===== config.mk =====
export PLATFORM = sky130hd
export DESIGN_NAME = icaf_ctrl
export DESIGN_NICKNAME = d
export VERILOG_FILES = /design/src/design/icaf_pkg.sv /design/src/design/icaf_ctrl.sv
export SDC_FILE = /design/constraint.sdc
export NUM_CORES = 1
export LEC_CHECK = 0
export ABC_AREA = 1
export BUFFER_PORTS_ARGS = -buffer_cell sky130_fd_sc_hd__buf_2
export CAP_MARGIN = 10
export CORE_AREA = 3 3 40 42
export CTS_BUF_LIST = sky130_fd_sc_hd__clkbuf_8
export CTS_CLUSTER_DIAMETER = 150
export CTS_CLUSTER_SIZE = 16
export DETAILED_ROUTE_END_ITERATION = 16
export DIE_AREA = 0 0 43 45
export HOLD_SLACK_MARGIN = 0.02
export PLACE_DENSITY = 0.49
export SETUP_SLACK_MARGIN = 0.3
export SLEW_MARGIN = 40
export SYNTH_ARGS = -nofsm -noshare
export SYNTH_HDL_FRONTEND = slang
export SYNTH_SLANG_ARGS = --single-unit

===== constraint.sdc =====
create_clock -name aclk -period 1.45 [get_ports aclk]
set_input_delay 0.435 -clock aclk [delete_from_list [all_inputs] [get_ports aclk]]
set_output_delay 0.435 -clock aclk [all_outputs]
set_load 0.05 [all_outputs]

===== src/design/icaf_pkg.sv =====
`timescale 1ns / 1ps
`default_nettype none
// ----------------------------------------------------------------------------
// icaf_pkg
// Types, constants and tables shared by the angle filter modules.
// ----------------------------------------------------------------------------
package icaf_pkg;

    localparam int CordicSteps = 16;
    localparam int StepW       = $clog2(CordicSteps + 1);
    localparam int CW          = 40;   // CORDIC x/y width
    localparam int ZW          = 36;   // CORDIC angle width, Q6.30 radians

    localparam logic [ZW-1:0] PI_Q30 = 36'sd3373259426;
    // radians to degrees: |z| * 9000 / 2572288, with 2572288 = 157 * 2^14
    localparam logic [45:0]   DEG_NUM  = 46'd9000;
    localparam logic [45:0]   DEG_HALF = 46'd1286144;
    // ceil(2^40 / 157) = 2^32 + DEG_RECIP_LO, exact for dividends below 2^32
    localparam logic [31:0]   DEG_RECIP_LO = 32'd2708291480;

    localparam logic [2:0] REG_INTERVAL = 3'd0;
    localparam logic [2:0] REG_WEIGHT   = 3'd1;
    localparam logic [2:0] REG_NORM     = 3'd2;
    localparam logic [2:0] REG_INV_X    = 3'd3;
    localparam logic [2:0] REG_INV_Y    = 3'd4;

    typedef struct packed {
        logic               cmd;
        logic signed [15:0] accel_x;
        logic signed [15:0] accel_y;
        logic signed [15:0] accel_z;
        logic signed [15:0] rate_x;
        logic signed [15:0] rate_y;
        logic signed [15:0] rate_z;
    } in_item_t;

    typedef struct packed {
        logic signed [31:0] pitch_deg;
        logic signed [31:0] roll_deg;
        logic signed [31:0] yaw_deg;
        logic               accel_trusted;
    } out_item_t;

    typedef struct packed {
        logic [2:0]  index;
        logic [31:0] data;
    } cfg_item_t;

    typedef enum logic [3:0] {
        ST_IDLE, ST_PREP, ST_CORDIC, ST_DEG, ST_DIV, ST_GYRO,
        ST_BLEND_MUL, ST_BLEND, ST_OUT, ST_HOLD
    } state_t;

    typedef struct packed {
        logic load;
        logic prep;
        logic cordic_step;
        logic deg;
        logic div_step;
        logic gyro;
        logic blend_mul;
        logic blend;
        logic out;
        logic axis;      // 0: x tilt, 1: y tilt
    } cmd_t;

    typedef struct packed {
        logic cordic_done;
    } status_t;

    function automatic logic [ZW-1:0] atan_tab(input logic [4:0] i);
        logic [ZW-1:0] r;
        begin
            unique case (i)
                5'd0: r = 36'd843314856;   5'd1: r = 36'd497837829;
                5'd2: r = 36'd263043836;   5'd3: r = 36'd133525158;
                5'd4: r = 36'd67021686;    5'd5: r = 36'd33543515;
                5'd6: r = 36'd16775850;    5'd7: r = 36'd8388437;
                5'd8: r = 36'd4194282;     5'd9: r = 36'd2097149;
                5'd10: r = 36'd1048575;    5'd11: r = 36'd524287;
                5'd12: r = 36'd262143;     5'd13: r = 36'd131071;
                5'd14: r = 36'd65535;      5'd15: r = 36'd32767;
                5'd16: r = 36'd16383;      5'd17: r = 36'd8191;
                5'd18: r = 36'd4095;       5'd19: r = 36'd2047;
                5'd20: r = 36'd1023;       5'd21: r = 36'd511;
                5'd22: r = 36'd255;        5'd23: r = 36'd127;
                default: r = '0;
            endcase
            return r;
        end
    endfunction

    function automatic logic signed [31:0] sat32(input logic signed [47:0] v);
        begin
            if (v > 48'sd2147483647) return 32'h7FFF_FFFF;
            if (v < -48'sd2147483648) return 32'h8000_0000;
            return v[31:0];
        end
    endfunction

endpackage
`default_nettype wire


===== src/design/icaf_ctrl.sv =====
`timescale 1ns / 1ps
`default_nettype none
// ----------------------------------------------------------------------------
// icaf_ctrl
// Sequencer: runs two CORDIC atan2 passes, degree division, then the update.
// ----------------------------------------------------------------------------
module icaf_ctrl import icaf_pkg::*; (
    input  wire logic    aclk,
    input  wire logic    aresetn,
    input  wire logic    in_fire,
    input  wire logic    out_fire,
    input  wire status_t stat,
    output cmd_t         cmd,
    output logic         busy,
    output logic         out_valid
);
    state_t state_reg, state_next;
    logic   axis_reg, axis_next;

    always_ff @(posedge aclk) begin
        if (!aresetn) begin
            state_reg <= ST_IDLE;
            axis_reg  <= 1'b0;
        end else begin
            state_reg <= state_next;
            axis_reg  <= axis_next;
        end
    end

    always_comb begin
        state_next = state_reg;
        axis_next  = axis_reg;
        cmd        = '0;
        cmd.axis   = axis_reg;
        busy       = 1'b1;
        out_valid  = 1'b0;
        unique case (state_reg)
            ST_IDLE: begin
                busy = 1'b0;
                if (in_fire) begin
                    cmd.load   = 1'b1;
                    axis_next  = 1'b0;
                    state_next = ST_PREP;
                end
            end
            ST_PREP: begin
                cmd.prep   = 1'b1;
                state_next = ST_CORDIC;
            end
            ST_CORDIC: begin
                cmd.cordic_step = 1'b1;
                if (stat.cordic_done) state_next = ST_DEG;
            end
            ST_DEG: begin
                cmd.deg    = 1'b1;
                state_next = ST_DIV;
            end
            ST_DIV: begin
                cmd.div_step = 1'b1;
                if (!axis_reg) begin
                    axis_next  = 1'b1;
                    state_next = ST_PREP;
                end else begin
                    state_next = ST_GYRO;
                end
            end
            ST_GYRO: begin
                cmd.gyro   = 1'b1;
                state_next = ST_BLEND_MUL;
            end
            ST_BLEND_MUL: begin
                cmd.blend_mul = 1'b1;
                state_next    = ST_BLEND;
            end
            ST_BLEND: begin
                cmd.blend  = 1'b1;
                state_next = ST_OUT;
            end
            ST_OUT: begin
                cmd.out    = 1'b1;
                state_next = ST_HOLD;
            end
            ST_HOLD: begin
                out_valid = 1'b1;
                if (out_fire) state_next = ST_IDLE;
            end
            default: state_next = ST_IDLE;
        endcase
    end
endmodule
`default_nettype wire


# After elaboration in Yosys (flattened, before gate mapping)
# Index checks and enable logic that the tools add are counted.
[word_totals] ff_bits=5 elab_cells=37
[classes] eq_ne=12 mux=19 n_reduce_logical=4
[op_table] cell="4-bit one-hot mux with 10 select lines" count=1
[op_table] cell="4-bit by 3-bit equality test with 1-bit output (second input constant)" count=4
[op_table] cell="1-bit two-way mux" count=13
[op_table] cell="4-bit two-way mux" count=3
[op_table] cell="4-bit by 2-bit equality test with 1-bit output (second input constant)" count=2
[op_table] cell="4-bit equality test (second input constant)" count=2
[op_table] cell="2-bit inequality test (second input constant)" count=3
[op_table] cell="4-bit by 1-bit equality test with 1-bit output (second input constant)" count=1
[op_table] cell="4-bit zero test" count=1
[op_table] cell="3-bit two-way mux" count=1
[op_table] cell="3-bit AND reduction" count=1
[op_table] cell="1-bit one-hot mux with 2 select lines" count=1
[op_table] cell="2-bit AND reduction" count=1
[op_table] cell="2-bit nonzero test" count=1

# Longest topological paths before layout
[logic_depth] ltp_word=3 ltp_mapped=8 depth_no_buf=7

# Least setup slack after synthesis
# No wires, ideal clock.
[synth_path] path_kind="flip-flop to output port" start="reg state_reg[2]" end="out cmd[9] (netlist name)" t_arrival_ps=1655 required_ps=1015 slack_ps=-640 path_stages_with_launch=4 n_path_buf=0 cell_sequence="dfxtp_1 nor2_2 nand2_1 nor2_1"
[synth_rtl] element="start, declared" line="icaf_ctrl.sv:17" rtl="state_t state_reg, state_next;"
[synth_rtl] element="start signal, assigned" line="icaf_ctrl.sv:25" rtl="state_reg <= state_next;"
[synth_rtl] element="end, declared" line="icaf_ctrl.sv:13" rtl="output cmd_t cmd,"

==> results by group <==
Status
  – Status: finished with violations
  – Failing checks: setup timing

Routing
  – Routed Wire Length: 1200 um
  – Total number of vias: 504
  – Starting DRT DRC Count: 2
  – DR pass1 iterations: 3
  – DRC Markers: 0
  – Vias per inst: 4.34
  – DR WL/cell: 10.3 um
  – DRT antenna net count: 0

Clocking
  – CTS tree: done
  – Root Buffer: clkbuf_8
  – Number of H-tree levels: 1
  – Worst-case clock buffer depth: 2
  – Clock Pin Slew Worst Setup and Hold Paths: 0.04 ns
  – Clk sinks: 5
  – CTS buffer count: 3
  – Later-pin clock latency in the skew report: 0.22 ns

Setup path
  – Worst R2R Setup Slack: -0.07 ns
  – Crit path top cell by count: nor2_4
  – Worst flop-to-flop path startpoint: state_reg[2]
  – Crit path max-delay family: flip-flops
  – CP max FO: 4
  – CP startpoint kind: flip-flop
  – CP peak stage delay: 0.35 ns
  – CP arrival: 1.18 ns
  – Number of buffers and inverters on the critical path: 2
  – Worst flop-to-flop path endpoint: state_reg[0]
  – CP required: 1.02 ns
  – CP Launch Point: state_reg[3]
  – FF-to-FF path depth: 11
  – Critical path class: flip-flop to output port
  – Levels on crit path: 5
  – Critical-path top delay cell: dfxtp_4
  – Cells along the critical path: nor2_4, buf_4, nand2_4, nor2_4, buf_6
  – Critical Path Sink: cmd[9]
  – Crit end category: output port

Timing
  – Worst hold margin: 0.444 ns
  – Slew Limit Fails: 0
  – Relative slew slack: 86.2%
  – Fin crit period: 1.61 ns
  – Fin crit share: 111%
  – RSZ-0062 raised after global routing: yes
  – Post-route setup TNS: -1.03 ns
  – F_max: 619 MHz
  – # setup viols final: 12
  – Slew @ Worst Pin: 0.205 ns
  – Fin. Hold Viols: 0
  – Setup ws final: -0.164 ns
  – Final setup skew: 0.000238 ns

Logic synthesis
  – Mapped Area: 372 um^2
  – Avg Cell Area, Syn: 6.41 um^2
  – Seq/Total Area, Yosys: 26.9%
  – Post-Syn Nets: 63
  – Synth Warn #: 0
  – Post-synthesis instance total: 58
  – Distinct cell type count after synthesis: 18
  – Flops & latches, synth: 5

Global route
  – Initial antenna violation count: 0
  – Total Routing Usage GR: 14.3%
  – Vias in the first global route: 466
  – Largest net degree at the start of global routing: 6
  – First-pass GRT wire length: 1990 um
  – GRT overflow: 0

Cells and area
  – Fillers: 97
  – Share of cells above drive strength 1: 74.3%
  – P&R area growth vs syn: 152%
  – Inserted Diodes: 0
  – Nets: 107
  – Final Util: 72.9%
  – Max reg flops: 4
  – Final instance area: 937 um^2

Pwr
  – Leakage power: 0.448 nW
  – PD cells: 1070 nW/um^2
  – VDD IR max: 0.620 mV

Place
  – Post-DP HPWL: 830 um
  – Global placement routability congestion: 0.764
  – Setup WS pre-CTS: -0.0690 ns
  – Area after DPL: 647 um^2
  – PortBufs: 16

Worst hold path
  – Hold crit path type: input pin to flip-flop

Die
  – Row count: 13
  – Die Ht: 45 um
  – CORE AREA: 1280 um^2
  – Die area: 1940 um^2
  – Die X: 43 um
  – Starting Density: 28.9%
  – I/O pin total: 17

Flow run
  – Max-Cap Viols: 0
## synthesized netlist by cell type, drive strengths merged
cell,count,share of area [%]
nor2,16,20
nand2,7,7.7
dfxtp,5,27
inv,12,12
nor4,1,1.7
a21oi,3,5.1
o21ai,1,1.3
nand4,1,1.7
buf,3,7.1
nor3,5,11
nand3,4,5.4
## metal layers
metal,wire [um],GRT usage [%]
met4,9,10.8
met2,668,22.8
met1,470,17.3
met3,50,2.39
met5,0,0
## cells by family (layout without fill, tap and decap cells)
logic type             Yosys count  in the layout  synth area share, %
AO/OA/AOI/OAI                    4              4                 6.40
buffers and inverters           15             58                 19.2
AND/OR/NAND/NOR                 34             34                 47.5
flip-flops                       5              5                 26.9
## through the flow
| step | total power [mW] | std cells |
|---|---|---|
| after floorplan | 0.500 | 58 |
| after global placement | 0.595 | 100 |
| after detailed placement | 0.594 | 100 |
| after CTS | 0.950 | 110 |
| after global routing | 1.06 | 116 |
| final | 1.00 | 116 |
## placed cells by master (no fill, tap or decap), drive strengths merged
cell type,n
buf,42
nor3,5
inv,13
nor2,16
nand4,1
nor4,1
nand2,7
a21oi,3
o21ai,1
dfxtp,5
clkbuf,3
nand3,4
## power breakdown
group / internal, mW / switching, mW
Sequential: 0.157 / 0.0459
Combinational: 0.240 / 0.303
Clock: 0.182 / 0.0736
## timing repair
item	CTS	global route
setup buffers	6	6
resized for setup	35	12
pin swaps	7	5
hold buffers	0	0
endpoints found under the setup margin	15	15
## worst min-delay path by stage
stage	startpoint	endpoint	slack, ns	cells after the start
6_report	aresetn	state_reg[0]	0.44	3
5_1_grt	aresetn	state_reg[0]	0.47	3
3_5_place_dp	axis_reg	state_reg[2]	0.47	2
2_1_floorplan	axis_reg	state_reg[2]	0.46	2
4_1_cts	aresetn	state_reg[0]	0.44	3
3_3_place_gp	axis_reg	state_reg[2]	0.47	2
## final cells by class
| cell class | count | area (um^2) | share of cell area (%) |
|---|---|---|---|
| repair buffers | 42 | 373 | 39.8 |
| multi-input cells | 38 | 327 | 34.8 |
| well taps | 15 | 18.8 | 2.00 |
| flip-flops and latches | 5 | 116 | 12.4 |
| clock inverters | 1 | 3.75 | 0.401 |
| inverters | 12 | 57.6 | 6.14 |
| clock buffers | 3 | 41.3 | 4.41 |
## worst register-to-register path, stage by stage, from the launching register on
cell     delay, ns
dfxtp_4       0.39
nor2_4        0.06
buf_4         0.14
buf_4         0.13
buf_4         0.12
buf_4         0.12
buf_4         0.11
nand3_1       0.09
nand3_1       0.08
nor2_1        0.09
nor2_1        0.05
nor2_1        0.07
No activity file was read; power rests on OpenSTA's default activity.
